## config.mk

```make
export PLATFORM = sky130hd
export DESIGN_NAME = json_request_line_framer_top
export DESIGN_NICKNAME = d
export VERILOG_FILES = /design/src/rtl/core/jrlf_pkg.sv /design/src/rtl/core/jrlf_stack.sv /design/src/rtl/core/jrlf_scan.sv /design/src/rtl/core/json_request_line_framer_top.sv
export SDC_FILE = /design/constraint.sdc
export NUM_CORES = 1
export LEC_CHECK = 0
export BUFFER_PORTS_ARGS = -buffer_cell sky130_fd_sc_hd__clkbuf_2
export CORE_MARGIN = 4
export CORE_UTILIZATION = 46
export CTS_CLUSTER_SIZE = 10
export DETAILED_ROUTE_END_ITERATION = 10
export GPL_TIMING_DRIVEN = 0
export MAX_ROUTING_LAYER = met4
export PLACE_DENSITY = 0.63
export SLEW_MARGIN = 10
export SYNTH_ARGS = -nofsm -noshare
export SYNTH_HDL_FRONTEND = slang
export SYNTH_HIERARCHICAL = 1
export SYNTH_SLANG_ARGS = --single-unit
export TNS_END_PERCENT = 50
```

## constraint.sdc

```tcl
create_clock -name clk -period 8.08 [get_ports clk]
set_input_delay 1.212 -clock clk [delete_from_list [all_inputs] [get_ports clk]]
set_output_delay 1.212 -clock clk [all_outputs]
set_load 0.005 [all_outputs]
```

## src/rtl/core/jrlf_pkg.sv

```systemverilog
// ----------------------------------------------------------------------------
// jrlf_pkg
// Types, character codes and sizes shared by the request line framer.
// ----------------------------------------------------------------------------
package jrlf_pkg;

  localparam int STACK_DEPTH = 32;
  localparam int ADDR_W      = $clog2(STACK_DEPTH);
  localparam int PTR_W       = $clog2(STACK_DEPTH + 1);

  typedef enum logic [3:0] {
    M_PRIM  = 4'd0,
    M_LIST  = 4'd1,
    M_OBJB  = 4'd2,
    M_OBJN  = 4'd3,
    M_OBJC  = 4'd4,
    M_STR   = 4'd5,
    M_ESC   = 4'd6,
    M_VAL   = 4'd7,
    M_LIT   = 4'd8,
    M_TRAIL = 4'd9
  } mode_t;

  typedef enum logic [2:0] {
    ST_BUSY   = 3'd0,
    ST_BLANK  = 3'd1,
    ST_WORDS  = 3'd2,
    ST_STRUCT = 3'd3,
    ST_ERROR  = 3'd4
  } status_t;

  typedef enum logic [2:0] {
    S_IDLE,
    S_DISP,
    S_PUSH2,
    S_POP,
    S_OUT
  } seq_state_t;

  typedef enum logic [1:0] {
    SCAN_MORE,
    SCAN_DONE,
    SCAN_ERR
  } scan_res_t;

  localparam logic [7:0] CH_LBRACK = 8'h5B;
  localparam logic [7:0] CH_RBRACK = 8'h5D;
  localparam logic [7:0] CH_LBRACE = 8'h7B;
  localparam logic [7:0] CH_RBRACE = 8'h7D;
  localparam logic [7:0] CH_COLON  = 8'h3A;
  localparam logic [7:0] CH_COMMA  = 8'h2C;
  localparam logic [7:0] CH_CR     = 8'h0D;
  localparam logic [7:0] CH_LF     = 8'h0A;
  localparam logic [7:0] CH_QUOTE  = 8'h22;
  localparam logic [7:0] CH_BSLASH = 8'h5C;
  localparam logic [7:0] CH_SPACE  = 8'h20;
  localparam logic [7:0] CH_TAB    = 8'h09;
  localparam logic [7:0] CH_VT     = 8'h0B;
  localparam logic [7:0] CH_FF     = 8'h0C;

  typedef struct packed {
    logic              we;
    logic [ADDR_W-1:0] waddr;
    mode_t             wdata;
    logic [ADDR_W-1:0] raddr;
  } stk_req_t;

  typedef struct packed {
    logic       valid;
    logic [7:0] echo;
    logic       keep;
    status_t    status;
  } res_t;

endpackage

```

## src/rtl/core/jrlf_stack.sv

```systemverilog
// ----------------------------------------------------------------------------
// jrlf_stack
// Mode stack memory: one write port, one read port with registered data.
// ----------------------------------------------------------------------------
module jrlf_stack
  import jrlf_pkg::*;
(
  input  logic     clk,
  input  stk_req_t req,
  output mode_t    rd_data
);

  mode_t mem [STACK_DEPTH];

  always_ff @(posedge clk) begin
    if (req.we) begin
      mem[req.waddr] <= req.wdata;
    end
    rd_data <= mem[req.raddr];
  end

endmodule

```

## src/rtl/core/jrlf_scan.sv

```systemverilog
// ----------------------------------------------------------------------------
// jrlf_scan
// Mode sequencer: one dispatch, push or pop step per cycle for each word.
// ----------------------------------------------------------------------------
module jrlf_scan
  import jrlf_pkg::*;
(
  input  logic       clk,
  input  logic       rst,
  input  logic       in_valid,
  output logic       in_ready,
  input  logic [7:0] in_byte,
  output res_t       res,
  input  logic       out_ready,
  output stk_req_t   stk,
  input  mode_t      stk_rd
);

  seq_state_t       state, state_next;
  mode_t            cur_mode, cur_mode_next;
  logic [PTR_W-1:0] ptr, ptr_next;
  logic             plain_line, plain_line_next;
  logic             saw_word, saw_word_next;
  logic             draining, draining_next;
  logic [7:0]       byte_q, byte_q_next;
  logic             keep_q, keep_q_next;
  status_t          status_q, status_q_next;
  mode_t            push2_val, push2_val_next;
  logic             pop_cont, pop_cont_next;

  logic             full, empty, sp, open_br, delim;
  logic [PTR_W-1:0] ptr_inc, ptr_dec;
  logic             fin, do_push, need2, push_cont, do_pop, pop_cont_v;
  scan_res_t        fin_res;
  mode_t            push_val, after_mode, second_val;

  function automatic logic is_blank(input logic [7:0] c);
    return c == CH_SPACE || c == CH_TAB || c == CH_LF || c == CH_VT || c == CH_FF;
  endfunction

  assign ptr_inc = ptr + PTR_W'(1);
  assign ptr_dec = ptr - PTR_W'(1);
  assign full    = (ptr == PTR_W'(STACK_DEPTH));
  assign empty   = (ptr == '0);
  assign sp      = (byte_q == CH_SPACE) || (byte_q == CH_TAB);
  assign open_br = (byte_q == CH_LBRACK) || (byte_q == CH_LBRACE);
  assign delim   = sp || byte_q == CH_LF || byte_q == CH_COMMA || byte_q == CH_RBRACK ||
                   byte_q == CH_RBRACE || byte_q == CH_COLON;

  assign in_ready   = (state == S_IDLE);
  assign res.valid  = (state == S_OUT);
  assign res.echo   = byte_q;
  assign res.keep   = keep_q;
  assign res.status = status_q;

  always_comb begin
    state_next      = state;
    cur_mode_next   = cur_mode;
    ptr_next        = ptr;
    plain_line_next = plain_line;
    saw_word_next   = saw_word;
    draining_next   = draining;
    byte_q_next     = byte_q;
    keep_q_next     = keep_q;
    status_q_next   = status_q;
    push2_val_next  = push2_val;
    pop_cont_next   = pop_cont;

    fin        = 1'b0;
    fin_res    = SCAN_MORE;
    do_push    = 1'b0;
    need2      = 1'b0;
    push_cont  = 1'b0;
    do_pop     = 1'b0;
    pop_cont_v = 1'b0;
    push_val   = M_PRIM;
    after_mode = cur_mode;
    second_val = M_PRIM;

    stk.we    = 1'b0;
    stk.waddr = ptr[ADDR_W-1:0];
    stk.wdata = M_PRIM;
    stk.raddr = ptr_dec[ADDR_W-1:0];

    unique case (state)
      S_IDLE: begin
        if (in_valid) begin
          byte_q_next   = in_byte;
          status_q_next = ST_BUSY;
          if (in_byte == CH_CR) begin
            keep_q_next = 1'b0;
            state_next  = S_OUT;
          end else if (draining) begin
            keep_q_next = 1'b0;
            if (in_byte == CH_LF) begin
              draining_next   = 1'b0;
              status_q_next   = ST_ERROR;
              cur_mode_next   = M_PRIM;
              ptr_next        = '0;
              plain_line_next = 1'b1;
              saw_word_next   = 1'b0;
            end
            state_next = S_OUT;
          end else begin
            keep_q_next = 1'b1;
            if (!is_blank(in_byte)) begin
              saw_word_next = 1'b1;
            end
            state_next = S_DISP;
          end
        end
      end

      S_DISP: begin
        if (sp && (cur_mode == M_PRIM || cur_mode == M_LIST || cur_mode == M_OBJB ||
                   cur_mode == M_VAL || cur_mode == M_TRAIL)) begin
          fin = 1'b1;
        end else if (byte_q == CH_LF &&
                     (cur_mode == M_LIST || cur_mode == M_OBJB || cur_mode == M_VAL)) begin
          fin = 1'b1;
        end else begin
          unique case (cur_mode)
            M_PRIM: begin
              if (byte_q == CH_LF) begin
                fin     = 1'b1;
                fin_res = SCAN_DONE;
              end else if (open_br) begin
                do_push    = 1'b1;
                push_val   = M_TRAIL;
                need2      = 1'b1;
                second_val = (byte_q == CH_LBRACK) ? M_LIST : M_OBJB;
                after_mode = M_VAL;
              end else if (byte_q == CH_QUOTE) begin
                do_push    = 1'b1;
                push_val   = M_TRAIL;
                after_mode = M_STR;
              end else begin
                fin = 1'b1;
              end
            end
            M_LIST: begin
              if (byte_q == CH_COMMA) begin
                do_push    = 1'b1;
                push_val   = M_LIST;
                after_mode = M_VAL;
              end else if (byte_q == CH_RBRACK) begin
                do_pop = 1'b1;
              end else begin
                fin     = 1'b1;
                fin_res = SCAN_ERR;
              end
            end
            M_OBJB: begin
              if (byte_q == CH_RBRACE) begin
                do_pop = 1'b1;
              end else begin
                do_push    = 1'b1;
                push_val   = M_OBJC;
                after_mode = M_VAL;
                push_cont  = 1'b1;
              end
            end
            M_OBJN: begin
              if (byte_q == CH_RBRACE) begin
                do_pop = 1'b1;
              end else if (byte_q == CH_COMMA) begin
                do_push    = 1'b1;
                push_val   = M_OBJC;
                after_mode = M_VAL;
              end else begin
                fin = 1'b1;
              end
            end
            M_OBJC: begin
              if (byte_q == CH_COLON) begin
                do_push    = 1'b1;
                push_val   = M_OBJN;
                after_mode = M_VAL;
              end else begin
                fin     = 1'b1;
                fin_res = SCAN_ERR;
              end
            end
            M_STR: begin
              if (byte_q == CH_BSLASH) begin
                cur_mode_next = M_ESC;
                fin           = 1'b1;
              end else if (byte_q == CH_QUOTE) begin
                do_pop = 1'b1;
              end else begin
                fin = 1'b1;
              end
            end
            M_ESC: begin
              cur_mode_next = M_STR;
              fin           = 1'b1;
            end
            M_VAL: begin
              if (open_br) begin
                do_push    = 1'b1;
                push_val   = M_VAL;
                need2      = 1'b1;
                second_val = (byte_q == CH_LBRACK) ? M_LIST : M_OBJB;
              end else if (byte_q == CH_QUOTE) begin
                do_push    = 1'b1;
                push_val   = M_VAL;
                after_mode = M_STR;
              end else begin
                cur_mode_next = M_LIT;
              end
            end
            M_LIT: begin
              if (delim) begin
                do_pop     = 1'b1;
                pop_cont_v = 1'b1;
              end else begin
                fin = 1'b1;
              end
            end
            M_TRAIL: begin
              fin     = 1'b1;
              fin_res = (byte_q == CH_LF) ? SCAN_DONE : SCAN_ERR;
            end
            default: begin
              cur_mode_next = M_PRIM;
              fin           = 1'b1;
            end
          endcase
        end

        if (do_push) begin
          if (full) begin
            fin     = 1'b1;
            fin_res = SCAN_ERR;
          end else begin
            stk.we        = 1'b1;
            stk.wdata     = push_val;
            ptr_next      = ptr_inc;
            cur_mode_next = after_mode;
            if (need2) begin
              push2_val_next = second_val;
              state_next     = S_PUSH2;
            end else if (!push_cont) begin
              fin = 1'b1;
            end
          end
        end

        if (do_pop) begin
          if (empty) begin
            fin     = 1'b1;
            fin_res = SCAN_ERR;
          end else begin
            ptr_next      = ptr_dec;
            pop_cont_next = pop_cont_v;
            state_next    = S_POP;
          end
        end
      end

      S_PUSH2: begin
        fin = 1'b1;
        if (full) begin
          fin_res = SCAN_ERR;
        end else begin
          stk.we          = 1'b1;
          stk.wdata       = push2_val;
          ptr_next        = ptr_inc;
          plain_line_next = 1'b0;
        end
      end

      S_POP: begin
        cur_mode_next = stk_rd;
        if (pop_cont) begin
          state_next = S_DISP;
        end else begin
          fin = 1'b1;
        end
      end

      S_OUT: begin
        if (out_ready) begin
          state_next = S_IDLE;
        end
      end

      default: begin
        state_next = S_IDLE;
      end
    endcase

    if (fin) begin
      state_next = S_OUT;
      case (fin_res)
        SCAN_DONE: begin
          status_q_next   = plain_line ? (saw_word ? ST_WORDS : ST_BLANK) : ST_STRUCT;
          cur_mode_next   = M_PRIM;
          ptr_next        = '0;
          plain_line_next = 1'b1;
          saw_word_next   = 1'b0;
        end
        SCAN_ERR: begin
          draining_next = 1'b1;
        end
        default: begin
        end
      endcase
    end
  end

  always_ff @(posedge clk) begin
    if (rst) begin
      state      <= S_IDLE;
      cur_mode   <= M_PRIM;
      ptr        <= '0;
      plain_line <= 1'b1;
      saw_word   <= 1'b0;
      draining   <= 1'b0;
      pop_cont   <= 1'b0;
    end else begin
      state      <= state_next;
      cur_mode   <= cur_mode_next;
      ptr        <= ptr_next;
      plain_line <= plain_line_next;
      saw_word   <= saw_word_next;
      draining   <= draining_next;
      pop_cont   <= pop_cont_next;
    end
  end

  always_ff @(posedge clk) begin
    byte_q    <= byte_q_next;
    keep_q    <= keep_q_next;
    status_q  <= status_q_next;
    push2_val <= push2_val_next;
  end

endmodule

```

## src/rtl/core/json_request_line_framer_top.sv

```systemverilog
// ----------------------------------------------------------------------------
// json_request_line_framer_top
// Frames newline-terminated text requests and classifies each one.
// ----------------------------------------------------------------------------
// Usage:
//   s_* channel takes one text byte per word. m_* channel returns one word
//   per input byte: the byte echoed on m_tdata, a keep flag and a line status
//   on m_tuser (0 in progress, 1 blank, 2 plain words, 3 structured JSON,
//   4 error). Each byte runs through a mode sequencer that does one dispatch,
//   push or pop a cycle against a mode stack with registered read.
//   A dropped or discarded byte goes straight to the output stage; any other
//   byte is dispatched and may then need a second push, a pop or a
//   re-dispatch. s_tready is high only while the sequencer idles, so a new
//   byte is taken only after the last result went to the output register.
//   Results sit in an output register; a stall on m_tready holds the word
//   and the sequencer waits with its finished result until the register
//   frees up. Reset clears the mode, stack pointer and flags; stack contents
//   need no clearing.
// ----------------------------------------------------------------------------
module json_request_line_framer_top
  import jrlf_pkg::*;
(
  input  logic       clk,
  input  logic       rst,
  input  logic       s_tvalid,
  output logic       s_tready,
  input  logic [7:0] s_tdata,   // [7:0] text_byte
  output logic       m_tvalid,
  input  logic       m_tready,
  output logic [7:0] m_tdata,   // [7:0] echo_byte
  output logic [3:0] m_tuser    // [0] keep, [3:1] status
);

  stk_req_t   stk;
  mode_t      stk_rd;
  res_t       res;
  logic       out_ready;
  logic [7:0] echo_q;
  logic       keep_q;
  status_t    status_q;

  assign out_ready = !m_tvalid || m_tready;

  jrlf_scan u_scan (
    .clk       (clk),
    .rst       (rst),
    .in_valid  (s_tvalid),
    .in_ready  (s_tready),
    .in_byte   (s_tdata),
    .res       (res),
    .out_ready (out_ready),
    .stk       (stk),
    .stk_rd    (stk_rd)
  );

  jrlf_stack u_stack (
    .clk     (clk),
    .req     (stk),
    .rd_data (stk_rd)
  );

  always_ff @(posedge clk) begin
    if (rst) begin
      m_tvalid <= 1'b0;
    end else if (res.valid && out_ready) begin
      m_tvalid <= 1'b1;
    end else if (m_tready) begin
      m_tvalid <= 1'b0;
    end
  end

  always_ff @(posedge clk) begin
    if (res.valid && out_ready) begin
      echo_q   <= res.echo;
      keep_q   <= res.keep;
      status_q <= res.status;
    end
  end

  assign m_tdata = echo_q;
  assign m_tuser = {status_q, keep_q};

endmodule

```

### Word level (Yosys, flattened, before mapping)

Memory sizes are Yosys's and may differ from the RTL's. A register that Yosys moved wholly into a read port is not among the register bits.
Cells that the tools add are included.

* add/subtract/negate cells: 2
* equality and inequality tests: 40
* muxes and demuxes: 178
* bitwise operators: 3
* reductions and logical operators: 36

Operator list (count)
* two-way mux 4 bit: 35
* two-way mux 1 bit: 80
* two-way mux 3 bit: 22
* two-way mux 6 bit: 10
* equality test 8 x 4 -> 1 bit, second input constant: 7
* case mux 4 bit (6 select lines): 2
* equality test 8 x 6 -> 1 bit, second input constant: 5
* equality test 8 x 7 -> 1 bit, second input constant: 5
* two-way mux 2 bit: 14
* logical OR 1 bit: 18
* case mux 6 bit (3 select lines): 1
* equality test 4 x 3 -> 1 bit, second input constant: 4
* case mux 4 bit (2 select lines): 2
* case mux 4 bit (4 select lines): 1
* case mux 3 bit (5 select lines): 1
* case mux 4 bit (3 select lines): 1
* AND reduction 4 bit: 3
* equality test 4 x 2 -> 1 bit, second input constant: 2
* equality test 4 bit, second input constant: 2
* case mux 2 bit (4 select lines): 1
* OR reduction 2 bit: 4
* case mux 1 bit (7 select lines): 1
* OR reduction 7 bit: 1
* adder 6 x 1 -> 6 bit, second input constant: 1
* other kinds (26): 36

* flip-flop bits (word level): 46
* bits in writable memories: 128
* input port bits: 12
* output and inout port bits: 14
* word-level logic and storage cells: 276
* memories kept: 1

Memories
* u_stack.mem: depth 32, width 4, rd ports 1, clocked after Yosys merged registers in 1, wr ports 1, line jrlf_stack.sv:13 `mode_t mem [STACK_DEPTH];`

### Logic depth before layout (Yosys ltp)

* word-level depth: 20
* mapped depth: 13
* depth with buffers taken out: 9

### Cells and area by module

Netlist, hierarchy kept.

Modules (own cells, without submodules)
* jrlf_stack: instances 1, cells each 231, area an instance 5138.7 um2, seq. area each 3923.8 um2
* jrlf_scan: instances 1, cells each 387, area an instance 2849.0 um2, seq. area each 730.7 um2
* json_request_line_framer_top: instances 1, cells each 18, area an instance 422.9 um2, seq. area each 380.4 um2

### Worst setup path before layout

Ideal clock, no wire load.

* path type: reg-to-reg
* from: register u_scan.byte_q[0]
* to: memory u_stack/mem[0][3] (netlist bit) (data pin)
* setup time: 0.445 ns
* arrival time: 3.325 ns
* data required time: 7.635 ns
* path slack: 4.310 ns
* stages on the path, launching flop included: 10
* buffers on the path: 2
* clock period less this slack: 3.770 ns
* cell sequence: edfxtp_1 buf_6 or4b_4 nor2_4 nor2_2 o211a_1 buf_6 nor3_4 nand2_1 nor3_1

RTL lines
* start: declaration: line jrlf_scan.sv:25 `logic [7:0] byte_q, byte_q_next;`
* start signal: assignment: line jrlf_scan.sv:333 `byte_q <= byte_q_next;`
* end: declaration: line jrlf_stack.sv:13

==> metrics.md <==
| Metric | Value |
|---|---|
| Area share of the largest cell type after synthesis | `roughly 54%` |
| Starting Density | `about 47%` |
| Worst vdd ir | `between 0.15 and 0.2 mV` |
| Site Rows | `between 40 and 50` |
| Setup violators final | `0` |
| Root buf cell | `clkbuf_16` |
| Cell taking the most area after synthesis | `edfxtp_1` |
| Lkg Pwr | `approximately 3 nW` |
| Vias per cell | `around 6.1` |
| Post-route ant nets | `0` |
| Final slew viol count | `0` |
| Port bufs | `25` |
| Setup TNS | `0 ns` |
| # DRC | `0` |
| WS Path Type | `reg -> reg` |
| Diodes inserted | `0` |
| CP endpoint kind | `flop` |
| Congestion Overflow GR | `0` |
| Initial DRT Pass Iterations | `6` |
| Routability congestion estimate | `about 0.95` |
| Syn avg cell area | `approximately 13 µm²` |
| Final Hold Fails | `0` |
| Syn nets | `roughly 650` |
| Post-CTS sizing | `0` |
| Clock Latency Late Sink | `0.43 ns` |
| Die Area | `slightly above 0.02 mm²` |
| #FFs+latches synth | `approximately 180` |
| Synth warn | `6` |
| Dpl hpwl | `14600 µm` |
| 1st-iter DRT viols | `around 650` |
| End of the critical path | `u_stack/mem[0][0]` |
| Largest cells by area after synthesis | `edfxtp_1 (54%), mux4_2 (11%), dfxtp_1 (6.0%)` |
| CP Launch Type | `flop` |
| Seq/Total Area, Yosys | `approximately three fifths` |
| Data required, critical path | `between 8 and 9 ns` |
| Reg2reg setup slack | `3.78 ns` |
| Clock sinks | `176` |
| Clk slew on worst S/H paths | `0.07 ns` |
| Routed wire per std cell | `roughly 22 µm` |
| Slew Limit Headroom | `about 45%` |
| F_max | `about 230 MHz` |
| Commonest non-fill, non-tap cell in the layout | `edfxtp_1` |
| Period utilisation layout | `53.2%` |
| Critical register-to-register path endpoint | `u_stack/mem[0][0]` |
| Post-synth EDFFs | `~150` |
| Min Clock Period, post-route | `~4.3 ns` |
| Dpl cells | `892` |
| Hold buffers post-CTS | `0` |
| Clock H-tree levels | `4` |
| Asr flop ratio synth | `0%` |
| Ys flop type | `edfxtp_1` |
| Most frequent cells in the layout | `edfxtp_1 (151), nor2_1 (76), mux4_2 (40), nand2_1 (34), o21ai_0 (33)` |
| CTS Buffer Depth | `2` |
| CTS buffer count | `17` |
| Via count | `approximately 5700` |
| CTS tree | `yes` |
| Status | `finished clean` |
| Fin cells | `a little over 900` |
| Worst setup startpoint | `u_scan/byte_q[0]` |
| Io pins | `26` |
| Total Wirelength | `~20000 µm` |
| Die width | `between 100 and 150 µm` |
| Slew @ Worst Pin | `slightly above 0.8 ns` |
| Largest net degree at the start of global routing | `33` |
| RSZ-0062 raised after global routing | `no` |
| Synthesis-to-layout area growth | `12.0%` |
| GRT Resource Usage Total | `around a fifth` |
| Synthesized instance count | `between 600 and 700` |
| Hold Path Class | `reg -> reg` |
| Post-CTS setup buffer count | `0` |
| Layout Skew | `approximately 0.018 ns` |
| Pwr dens | `~200 mW/mm²` |
| Reg2Reg Depth | `12` |
| Number of global-route vias before repair | `around 5600` |
| R2R Path Start | `u_scan/byte_q[0]` |
| Initial antenna violation count | `0` |
| Syn Std Cell Area | `0.00841 mm²` |
| WP data arrival | `about 4.4 ns` |
| Nets | `roughly 700` |
| CORE AREA | `approximately 0.018 mm²` |
| Crit Path Max Fanout | `10` |
| Max-Cap Viols | `0` |
| Synth unique cells | `74` |
| Die Ht | `about 140 µm` |
| First-pass GRT wire length | `31700 µm` |
| Layout cells sized above 1 | `21.9%` |
-- per-layer routing --
layer | up-vias | part of all wire [%] | GRT usage [%]
met1 | 2829 | 42 | 26.6
met2 | 242 | 50 | 34.7
met4 | 0 | 2.1 | 7.28
met5 | - | 0 | -
met3 | 33 | 5.9 | 4.19
li1 | 2577 | - | -
-- worst max-delay path: stages (launching register included) --
cell      delay, ns
edfxtp_1       0.43
buf_6          0.17
and4bb_4       0.36
nand4_1        0.34
o31a_1         0.44
o211a_1        0.13
buf_6          0.15
nor3_4         0.38
nand2_1        0.25
nand2_1        0.19
or3b_2         0.46
clkbuf_1       0.27
nor2_1         0.38
-- worst min path at each step --
stage / startpoint / end / slack [ns] / cells past startpoint
2_1_floorplan: u_scan/status_q[2] / status_q[2] / 0.41 / 0
3_3_place_gp: u_scan/status_q[2] / status_q[2] / 0.42 / 0
3_5_place_dp: u_scan/status_q[2] / status_q[2] / 0.43 / 0
4_1_cts: u_scan/status_q[2] / status_q[2] / 0.45 / 0
5_1_grt: u_scan/status_q[2] / status_q[2] / 0.47 / 0
6_report: u_scan/status_q[0] / status_q[0] / 0.45 / 0
-- metrics by stage --
| stage | area, µm² | total power [mW] | worst slack (ns) | utilization (%) | hold slack [ns] |
|---|---|---|---|---|---|
| after floorplan | 8410 | 1.09 | 4.31 | - | 0.408 |
| after global placement | 8820 | 1.13 | 2.36 | 49.1 | 0.421 |
| after detailed placement | 8850 | 1.13 | 3.80 | 49.3 | 0.430 |
| after CTS | 9420 | 1.90 | 3.82 | 52.4 | 0.451 |
| after global routing | 9420 | 1.96 | 3.61 | 52.5 | 0.470 |
| final | 9420 | 1.89 | 3.78 | 52.5 | 0.447 |
-- kinds of logic (layout without fill, tap and decap cells) --
group           count (synthesis)  after routing  share of synthesized area (%)
compound gates                126            126                           10.0
xor+xnor                        4              4                          0.417
fa+ha+maj                       3              3                          0.446
buf+inv                        58            117                           3.48
flops                         176            176                           59.9
mux                            45             45                           11.4
simple gates                  224            224                           14.4
-- power breakdown --
part	leakage, nW	switching [mW]	internal (mW)	total, mW
clock network	0.279	0.369	0.410	0.779
logic	1.23	0.0694	0.0443	0.114
registers	1.57	0.0107	0.986	0.997
-- cells in the mapped netlist (4+ instances only) --
library cell / n
o31ai_1: 7
o21ai_0: 33
buf_4: 8
nand2_1: 34
a31oi_1: 6
o22ai_1: 5
o211ai_1: 4
edfxtp_1: 151
and3_1: 9
inv_1: 17
nor3b_1: 5
o21a_1: 5
buf_2: 6
nor4_1: 4
clkbuf_1: 18
nand2b_1: 7
mux4_2: 40
nor2_1: 76
nand3b_1: 5
or3_1: 6
and2_1: 6
nand4_1: 7
a21oi_1: 26
or2_2: 4
or3b_2: 6
dfxtp_1: 25
mux2_2: 5
buf_6: 5
nand3_1: 22
nor3_1: 11
a211oi_1: 4
buf_1: 4
-- layout make-up --
cell class,count,area [µm²]
Inverter,17,63.8
Multi-Input combinational cell,402,3100
Sequential cell,176,5030
Clock inverter,15,141
Fill cell,1514,8540
Clock buffer,17,425
Timing Repair Buffer,27,140
Tap cell,229,287
Buffer,41,229
-- state kept, by name, indices dropped and copies added (netlist names) --
name / flops
u_scan/byte_q: 8
m_tdata: 8
u_scan/cur_mode: 4
keep_q: 1
u_scan/draining: 1
u_scan/ptr: 6
u_scan/keep_q: 1
u_scan/plain_line: 1
m_tvalid: 1
status_q: 3
u_scan/pop_cont: 1
u_scan/status_q: 3
u_scan/saw_word: 1
u_scan/push2_val: 2
u_scan/state: 3
u_stack/rd_data: 4
u_stack/mem: 128
Power figures use the tool's default switching activity.
